`config.mk`:
```
export PLATFORM = sky130hd
export DESIGN_NAME = definite_time_overvoltage_relay
export DESIGN_NICKNAME = d
export VERILOG_FILES = /design/src/design/dtov_pkg.sv /design/src/design/dtov_cfg.sv /design/src/design/dtov_phase.sv /design/src/design/definite_time_overvoltage_relay.sv
export SDC_FILE = /design/constraint.sdc
export NUM_CORES = 1
export LEC_CHECK = 0
export BUFFER_PORTS_ARGS = -buffer_cell sky130_fd_sc_hd__buf_2
export CORE_MARGIN = 2
export CORE_UTILIZATION = 55
export DETAILED_ROUTE_END_ITERATION = 8
export HOLD_SLACK_MARGIN = 0.03
export PLACE_DENSITY = 0.69
export SKIP_CTS_REPAIR_TIMING = 1
export SKIP_LAST_GASP = 1
export SLEW_MARGIN = 20
export SYNTH_ARGS = -nofsm -noshare
export SYNTH_HDL_FRONTEND = slang
export SYNTH_HIERARCHICAL = 1
export SYNTH_SLANG_ARGS = --single-unit
export TNS_END_PERCENT = 1
```
`constraint.sdc`:
```
create_clock -name aclk -period 9.9 [get_ports aclk]
set_input_delay 1.98 -clock aclk [delete_from_list [all_inputs] [get_ports aclk]]
set_output_delay 1.98 -clock aclk [all_outputs]
set_load 0.005 [all_outputs]
```
`src/design/dtov_pkg.sv`:
```
// Shared types and constants for the definite-time overvoltage relay.
package dtov_pkg;

    localparam int TIME_W       = 40;
    localparam int DELAY_W      = 32;
    localparam int VOLT_W       = 16;
    localparam int CFG_DATA_W   = 32;
    localparam int CFG_IDX_W    = 2;
    localparam int INPUT_PHASES = 3;

    typedef enum logic [CFG_IDX_W-1:0] {
        CFG_ALARM_LIMIT = 2'd0,
        CFG_ALARM_DELAY = 2'd1,
        CFG_TRIP_LIMIT  = 2'd2,
        CFG_TRIP_DELAY  = 2'd3
    } dtov_cfg_idx_t;

    typedef struct packed {
        logic [VOLT_W-1:0]  alarm_limit;
        logic [DELAY_W-1:0] alarm_delay;
        logic [VOLT_W-1:0]  trip_level;
        logic [DELAY_W-1:0] trip_delay;
    } dtov_cfg_t;

    typedef struct packed {
        logic trip_hit;
        logic alarm_hit;
    } dtov_phase_res_t;

    localparam logic [VOLT_W-1:0]  ALARM_LIMIT_RST = 16'hFFFF;
    localparam logic [DELAY_W-1:0] ALARM_DELAY_RST = 32'd1000;
    localparam logic [VOLT_W-1:0]  TRIP_LIMIT_RST  = 16'hFFFF;
    localparam logic [DELAY_W-1:0] TRIP_DELAY_RST  = 32'd1000;

endpackage

```
`src/design/dtov_cfg.sv`:
```
// Configuration register file: limits and delays.
module dtov_cfg
    import dtov_pkg::*;
#(
    parameter int VOLTAGE_WIDTH = 16
) (
    input  logic                  aclk,
    input  logic                  aresetn,
    input  logic                  cfg_wr_en,
    input  logic [CFG_IDX_W-1:0]  cfg_index,
    input  logic [CFG_DATA_W-1:0] cfg_data,
    output dtov_cfg_t             cfg
);

    localparam int VW = (VOLTAGE_WIDTH < VOLT_W) ? VOLTAGE_WIDTH : VOLT_W;
    localparam logic [VOLT_W-1:0] VOLT_MASK = VOLT_W'((17'd1 << VW) - 17'd1);

    dtov_cfg_t cfg_reg;

    always_ff @(posedge aclk) begin
        if (!aresetn) begin
            cfg_reg.alarm_limit <= ALARM_LIMIT_RST & VOLT_MASK;
            cfg_reg.alarm_delay <= ALARM_DELAY_RST;
            cfg_reg.trip_level  <= TRIP_LIMIT_RST & VOLT_MASK;
            cfg_reg.trip_delay  <= TRIP_DELAY_RST;
        end else if (cfg_wr_en) begin
            case (cfg_index)
                CFG_ALARM_LIMIT: cfg_reg.alarm_limit <= cfg_data[VOLT_W-1:0] & VOLT_MASK;
                CFG_ALARM_DELAY: cfg_reg.alarm_delay <= cfg_data[DELAY_W-1:0];
                CFG_TRIP_LIMIT:  cfg_reg.trip_level  <= cfg_data[VOLT_W-1:0] & VOLT_MASK;
                CFG_TRIP_DELAY:  cfg_reg.trip_delay  <= cfg_data[DELAY_W-1:0];
                default: ;
            endcase
        end
    end

    assign cfg = cfg_reg;

endmodule

```
`src/design/dtov_phase.sv`:
```
// One phase: trip and alarm timers with their band compares.
module dtov_phase
    import dtov_pkg::*;
(
    input  logic              aclk,
    input  logic              aresetn,
    input  logic              upd,
    input  logic [TIME_W-1:0] now,
    input  logic [VOLT_W-1:0] volt,
    input  dtov_cfg_t         cfg,
    output dtov_phase_res_t   res
);

    logic              trip_timing_reg, trip_timing_next;
    logic              alarm_timing_reg, alarm_timing_next;
    logic [TIME_W-1:0] trip_start_reg, trip_start_next;
    logic [TIME_W-1:0] alarm_start_reg, alarm_start_next;

    logic              over, band;
    logic [TIME_W-1:0] trip_elapsed, alarm_elapsed;

    always_comb begin
        over = volt > cfg.trip_level;
        band = !over && (volt >= cfg.alarm_limit);
        // elapsed time wraps modulo the timestamp width
        trip_elapsed  = now - trip_start_reg;
        alarm_elapsed = now - alarm_start_reg;

        res.trip_hit  = over && trip_timing_reg &&
                        (trip_elapsed >= TIME_W'(cfg.trip_delay));
        res.alarm_hit = band && alarm_timing_reg &&
                        (alarm_elapsed >= TIME_W'(cfg.alarm_delay));

        trip_timing_next  = trip_timing_reg;
        alarm_timing_next = alarm_timing_reg;
        trip_start_next   = trip_start_reg;
        alarm_start_next  = alarm_start_reg;
        if (over) begin
            if (!trip_timing_reg) begin
                trip_timing_next = 1'b1;
                trip_start_next  = now;
            end
        end else if (band) begin
            trip_timing_next = 1'b0;
            if (!alarm_timing_reg) begin
                alarm_timing_next = 1'b1;
                alarm_start_next  = now;
            end
        end else begin
            trip_timing_next  = 1'b0;
            alarm_timing_next = 1'b0;
        end
    end

    always_ff @(posedge aclk) begin
        if (!aresetn) begin
            trip_timing_reg  <= 1'b0;
            alarm_timing_reg <= 1'b0;
        end else if (upd) begin
            trip_timing_reg  <= trip_timing_next;
            alarm_timing_reg <= alarm_timing_next;
        end
    end

    // start times are only looked at while their running bit is set
    always_ff @(posedge aclk) begin
        if (upd) begin
            trip_start_reg  <= trip_start_next;
            alarm_start_reg <= alarm_start_next;
        end
    end

endmodule

```
`src/design/definite_time_overvoltage_relay.sv`:
```
// Definite-time overvoltage relay top level: input register, phase chain, result register.
// Takes one word per clock and returns one result word per input word, through the input
// register and then the result register, with no gaps while m_ready stays high. The cycle
// is set by each phase's 40-bit elapsed-time subtract and delay compare, followed by the
// A-to-C trip skip chain; timer state is updated when the result is registered, so the
// next word sees it. Configuration writes take effect on the next clock and must be made
// while no word is in flight. No clearing pass after reset.
module definite_time_overvoltage_relay
    import dtov_pkg::*;
#(
    parameter int PHASE_COUNT   = 3,
    parameter int VOLTAGE_WIDTH = 16
) (
    input  logic                  aclk,
    input  logic                  aresetn,
    input  logic                  cfg_wr_en,
    input  logic [CFG_IDX_W-1:0]  cfg_index,
    input  logic [CFG_DATA_W-1:0] cfg_data,
    input  logic                  s_valid,
    output logic                  s_ready,
    input  logic [TIME_W-1:0]     s_now,
    input  logic [VOLT_W-1:0]     s_phase_a,
    input  logic [VOLT_W-1:0]     s_phase_b,
    input  logic [VOLT_W-1:0]     s_phase_c,
    input  logic                  s_breaker_closed,
    output logic                  m_valid,
    input  logic                  m_ready,
    output logic                  m_trip,
    output logic [INPUT_PHASES-1:0] m_alarm_mask,
    output logic                  m_evaluated
);

    localparam int VW = (VOLTAGE_WIDTH < VOLT_W) ? VOLTAGE_WIDTH : VOLT_W;
    localparam logic [VOLT_W-1:0] VOLT_MASK = VOLT_W'((17'd1 << VW) - 17'd1);
    localparam int MASK_PHASES = (PHASE_COUNT < INPUT_PHASES) ? PHASE_COUNT : INPUT_PHASES;

    dtov_cfg_t cfg;

    logic                  in_valid_reg;
    logic [TIME_W-1:0]     now_reg;
    logic [VOLT_W-1:0]     volt_reg [INPUT_PHASES];
    logic                  closed_reg;

    logic                  out_valid_reg;
    logic                  trip_reg, trip_next;
    logic [INPUT_PHASES-1:0] mask_reg, mask_next;
    logic                  eval_reg;

    logic                  adv;
    logic [PHASE_COUNT:0]  go;
    dtov_phase_res_t       res [PHASE_COUNT];
    logic [VOLT_W-1:0]     volt [PHASE_COUNT];

    dtov_cfg #(.VOLTAGE_WIDTH(VOLTAGE_WIDTH)) u_cfg (
        .aclk      (aclk),
        .aresetn   (aresetn),
        .cfg_wr_en (cfg_wr_en),
        .cfg_index (cfg_index),
        .cfg_data  (cfg_data),
        .cfg       (cfg)
    );

    // result register frees up when empty or being taken
    assign adv     = in_valid_reg && (!out_valid_reg || m_ready);
    assign s_ready = !in_valid_reg || adv;

    always_ff @(posedge aclk) begin
        if (!aresetn) begin
            in_valid_reg <= 1'b0;
        end else if (s_ready) begin
            in_valid_reg <= s_valid;
        end
    end

    always_ff @(posedge aclk) begin
        if (s_valid && s_ready) begin
            now_reg     <= s_now;
            volt_reg[0] <= s_phase_a & VOLT_MASK;
            volt_reg[1] <= s_phase_b & VOLT_MASK;
            volt_reg[2] <= s_phase_c & VOLT_MASK;
            closed_reg  <= s_breaker_closed;
        end
    end

    // a tripping phase stops evaluation of the phases after it
    assign go[0] = closed_reg;

    for (genvar i = 0; i < PHASE_COUNT; i++) begin : g_phase
        if (i < INPUT_PHASES) begin : g_in
            assign volt[i] = volt_reg[i];
        end else begin : g_pad
            assign volt[i] = '0;
        end

        dtov_phase u_phase (
            .aclk    (aclk),
            .aresetn (aresetn),
            .upd     (adv && go[i]),
            .now     (now_reg),
            .volt    (volt[i]),
            .cfg     (cfg),
            .res     (res[i])
        );

        assign go[i+1] = go[i] && !res[i].trip_hit;
    end

    always_comb begin
        trip_next = 1'b0;
        mask_next = '0;
        for (int i = 0; i < PHASE_COUNT; i++) begin
            if (go[i] && res[i].trip_hit) begin
                trip_next = 1'b1;
            end
        end
        for (int i = 0; i < MASK_PHASES; i++) begin
            mask_next[i] = go[i] && res[i].alarm_hit;
        end
    end

    always_ff @(posedge aclk) begin
        if (!aresetn) begin
            out_valid_reg <= 1'b0;
        end else if (adv) begin
            out_valid_reg <= 1'b1;
        end else if (m_ready) begin
            out_valid_reg <= 1'b0;
        end
    end

    always_ff @(posedge aclk) begin
        if (adv) begin
            trip_reg <= trip_next;
            mask_reg <= mask_next;
            eval_reg <= closed_reg;
        end
    end

    assign m_valid      = out_valid_reg;
    assign m_trip       = trip_reg;
    assign m_alarm_mask = mask_reg;
    assign m_evaluated  = eval_reg;

endmodule

```
==> results by group <==
Critical path
  – Crit Path Class: reg2reg
  – Startpoint type of the worst setup path: flop
  – Setup crit end kind: flop
  – Data arrival, critical path: 7220 ps
  – Peak fanout along the critical path: 40
  – Worst endpoint required time: 10110 ps

Floorplan
  – Die width: 259 µm
  – Core footprint: 64300 µm²
  – Row Count: 93
  – Top-Level Pins: 135
  – Die span in y: 259 µm
  – Starting density of the core: 0.556
  – Die Area: 67100 µm²

Synth
  – Area of the mapped netlist: 35800 µm²
  – Count of distinct cell types in the synthesized netlist: 106
  – Part of the Yosys area used for sequential elements: 0.338
  – Yosys warning total: 6
  – Synth Instances: 3925
  – Number of nets in the synthesized netlist: 4581
  – Syn Area/Cell: 9.12 µm²
  – Async set-reset flop share out of synthesis: 0
  – Number of enable flip-flop cells after synthesis: 334
  – Register bit count reported by yosys: 438
  – Top FF cell, synth: sky130_fd_sc_hd__edfxtp_1
  – Fraction of post-synthesis cell area in the top cell type by area: 0.280
  – Leading cell types by total area after synthesis: sky130_fd_sc_hd__edfxtp_1 (28%), sky130_fd_sc_hd__ha_1 (18%), sky130_fd_sc_hd__inv_1 (6.0%)
  – Cell type contributing the most total cell area after synthesis: sky130_fd_sc_hd__edfxtp_1

Layout
  – Post-synthesis to final-layout area growth: 9.01%
  – Commonest cells after routing, fill and taps aside: sky130_fd_sc_hd__inv_1 (577), sky130_fd_sc_hd__ha_1 (522), sky130_fd_sc_hd__a21oi_1 (336)
  – Diode count: 0
  – Layout Utilization: 0.606
  – Most common library cell in the layout ignoring fill and taps: sky130_fd_sc_hd__inv_1
  – Share of cells above drive strength 1: 0.0818
  – Fill cell total of the finished layout: 5624
  – Nets: 4707

STA
  – Number of hold-slack violations in the final timing report: 0
  – Clock skew: 33.3 ps
  – Count of pins over their slew limit: 0
  – Slew of the pin with the lowest slew margin: 1120 ps
  – Worst Hold Slack: 508 ps
  – Max-slew headroom at the worst pin: 0.251
  – Setup repair after global routing missed its margin: no
  – Max Fclk: 143 MHz
  – Setup violators final: 0
  – Final critical-path setup slack: 2890 ps
  – Final TNS setup: 0 ps
  – Post-route minimum period: 7010 ps
  – Tcrit/Tclk final: 0.708

GRT
  – Total Routing Usage GR: 0.298
  – Remaining Overflow, GRT: 0
  – Antenna violations before repair: 1
  – Vias in the first global route: 28300
  – Wire length of the first global-routing pass: 156000 µm
  – Maximum number of pins on one net before global-route repair: 68

Routing
  – Detailed-router iteration count before antenna repair: 8
  – Routed vias: 29300
  – Total length of routed wires: 101000 µm
  – DR WL/cell: 20.4 µm
  – Mean number of vias per cell: 5.93
  – Post-route antenna net violation count: 0
  – First DRT Iteration DRCs: 2503
  – Drt drc: 0

Placement
  – Post-Place Setup Slack: 2950 ps
  – HPWL reported at the end of detailed placement: 80000 µm
  – Placer congestion estimate: 0.967
  – Port buffer count: 134

Clocking
  – Clock root buffer master: sky130_fd_sc_hd__clkbuf_16
  – TritonCTS clock tree: yes
  – CTS Sinks: 438
  – Clk slew on worst S/H paths: 60 ps
  – Cts bufs inserted: 52
  – Clk Latency, worst-skew pair: 620 ps
  – Maximum clock path buffer count: 3
  – # H-tree levels: 2

Flow run
  – Maximum Capacitance Violations: 0

Power
  – P_leak: 0.0179 µW
  – Pwr/cell area: 128 nW/µm²
  – IR Drop Worst-Case VDD: 0.000136 V

Status
  – Outcome: complete, no violations

Worst hold path
  – Tightest Hold Check Type: reg2reg
cell usage after synthesis (11+ instances only):
cell	instances
sky130_fd_sc_hd__buf_2	29
sky130_fd_sc_hd__a21o_1	129
sky130_fd_sc_hd__or3_1	13
sky130_fd_sc_hd__o21bai_1	31
sky130_fd_sc_hd__xnor2_1	134
sky130_fd_sc_hd__a21oi_1	336
sky130_fd_sc_hd__o31ai_1	11
sky130_fd_sc_hd__nor2_1	170
sky130_fd_sc_hd__mux2i_1	103
sky130_fd_sc_hd__edfxtp_1	334
sky130_fd_sc_hd__nor4_1	21
sky130_fd_sc_hd__dfxtp_1	104
sky130_fd_sc_hd__nor2b_1	95
sky130_fd_sc_hd__ha_1	522
sky130_fd_sc_hd__nor3_1	53
sky130_fd_sc_hd__a211oi_1	42
sky130_fd_sc_hd__a41oi_1	11
sky130_fd_sc_hd__clkbuf_1	46
sky130_fd_sc_hd__inv_1	577
sky130_fd_sc_hd__a31oi_1	28
sky130_fd_sc_hd__and3_1	25
sky130_fd_sc_hd__o31a_1	11
sky130_fd_sc_hd__nand3_1	70
sky130_fd_sc_hd__nand4_1	65
sky130_fd_sc_hd__or2_2	11
sky130_fd_sc_hd__o21ai_0	176
sky130_fd_sc_hd__o211ai_1	35
sky130_fd_sc_hd__xor2_1	69
sky130_fd_sc_hd__and4_1	18
sky130_fd_sc_hd__o21ai_1	20
sky130_fd_sc_hd__a211o_1	12
sky130_fd_sc_hd__nand2b_1	42
sky130_fd_sc_hd__o21a_1	50
sky130_fd_sc_hd__nand2_1	297
sky130_fd_sc_hd__and2_1	17
final cells by class:
class,instances,area (µm²),share of cell area
Clock buffer,68,1420,0.0365
Clock inverter,30,253,0.00648
Inverter,577,2170,0.0555
Multi-Input combinational cell,2814,21100,0.540
Sequential cell,438,12100,0.310
Tap cell,855,1070,0.0274
Timing Repair Buffer,168,928,0.0238
logic make-up after synthesis:
family          synth area share
simple gates               0.136
flops                      0.338
buf+inv                   0.0745
xor+xnor                  0.0497
mux                       0.0305
fa+ha+maj                  0.186
compound gates             0.185
where the power goes:
group	switching (µW)	total [µW]	internal [µW]
sequential	57.2	2080	2020
clock	803	1900	1100
combinational	611	1030	417
total	1470	5010	3540
critical path: stages (launching register included):
cell	delay [ps]
sky130_fd_sc_hd__edfxtp_1	720
sky130_fd_sc_hd__inv_1	200
sky130_fd_sc_hd__fa_1	500
sky130_fd_sc_hd__nor2b_1	220
sky130_fd_sc_hd__o211ai_1	150
sky130_fd_sc_hd__a21oi_1	210
sky130_fd_sc_hd__a311o_1	320
sky130_fd_sc_hd__a21oi_1	170
sky130_fd_sc_hd__or2b_1	290
sky130_fd_sc_hd__nand2b_1	90
sky130_fd_sc_hd__a21oi_1	80
sky130_fd_sc_hd__xnor2_1	140
sky130_fd_sc_hd__ha_1	310
sky130_fd_sc_hd__o21ai_0	160
sky130_fd_sc_hd__a21oi_1	60
sky130_fd_sc_hd__nor3_1	120
sky130_fd_sc_hd__o21ai_0	120
sky130_fd_sc_hd__a211oi_1	290
sky130_fd_sc_hd__o41ai_1	160
sky130_fd_sc_hd__a2111oi_2	340
sky130_fd_sc_hd__a41oi_1	440
sky130_fd_sc_hd__nor3_2	450
sky130_fd_sc_hd__and4b_2	1040
per-layer routing:
metal | share of wire | track usage | vias up
met1 | 0.45 | 0.417 | 13900
met2 | 0.44 | 0.479 | 1036
met4 | 0.032 | 0.0955 | 0
met3 | 0.073 | 0.0384 | 178
li1 | - | - | 14300
met5 | 0 | 0 | -
per-stage QoR:
stage,total power [µW],std cells,area (µm²)
final,5010,4950,39000
after global routing,5240,4950,39000
after CTS,5030,4950,39000
after detailed placement,3120,4852,37300
after global placement,3110,4852,37300
after floorplan,2830,3925,35800
final timing paths:
| kind | start | end | slack, ps | cells past startpoint |
|---|---|---|---|---|
| setup / recovery | now_reg[1]$_DFFE_PP_ | g_phase[1].u_phase/alarm_start_reg[4]$_DFFE_PP_ | 2890 | 22 |
| hold / removal | u_cfg/cfg[52]$_SDFFE_PN0P_ | u_cfg/cfg[52]$_SDFFE_PN0P_ | 510 | 2 |
| setup reg to reg | now_reg[1]$_DFFE_PP_ | g_phase[1].u_phase/alarm_start_reg[4]$_DFFE_PP_ | 2890 | 22 |
| hold reg to reg | u_cfg/cfg[52]$_SDFFE_PN0P_ | u_cfg/cfg[52]$_SDFFE_PN0P_ | 510 | 2 |
No activity file was read; power rests on OpenSTA's default activity.
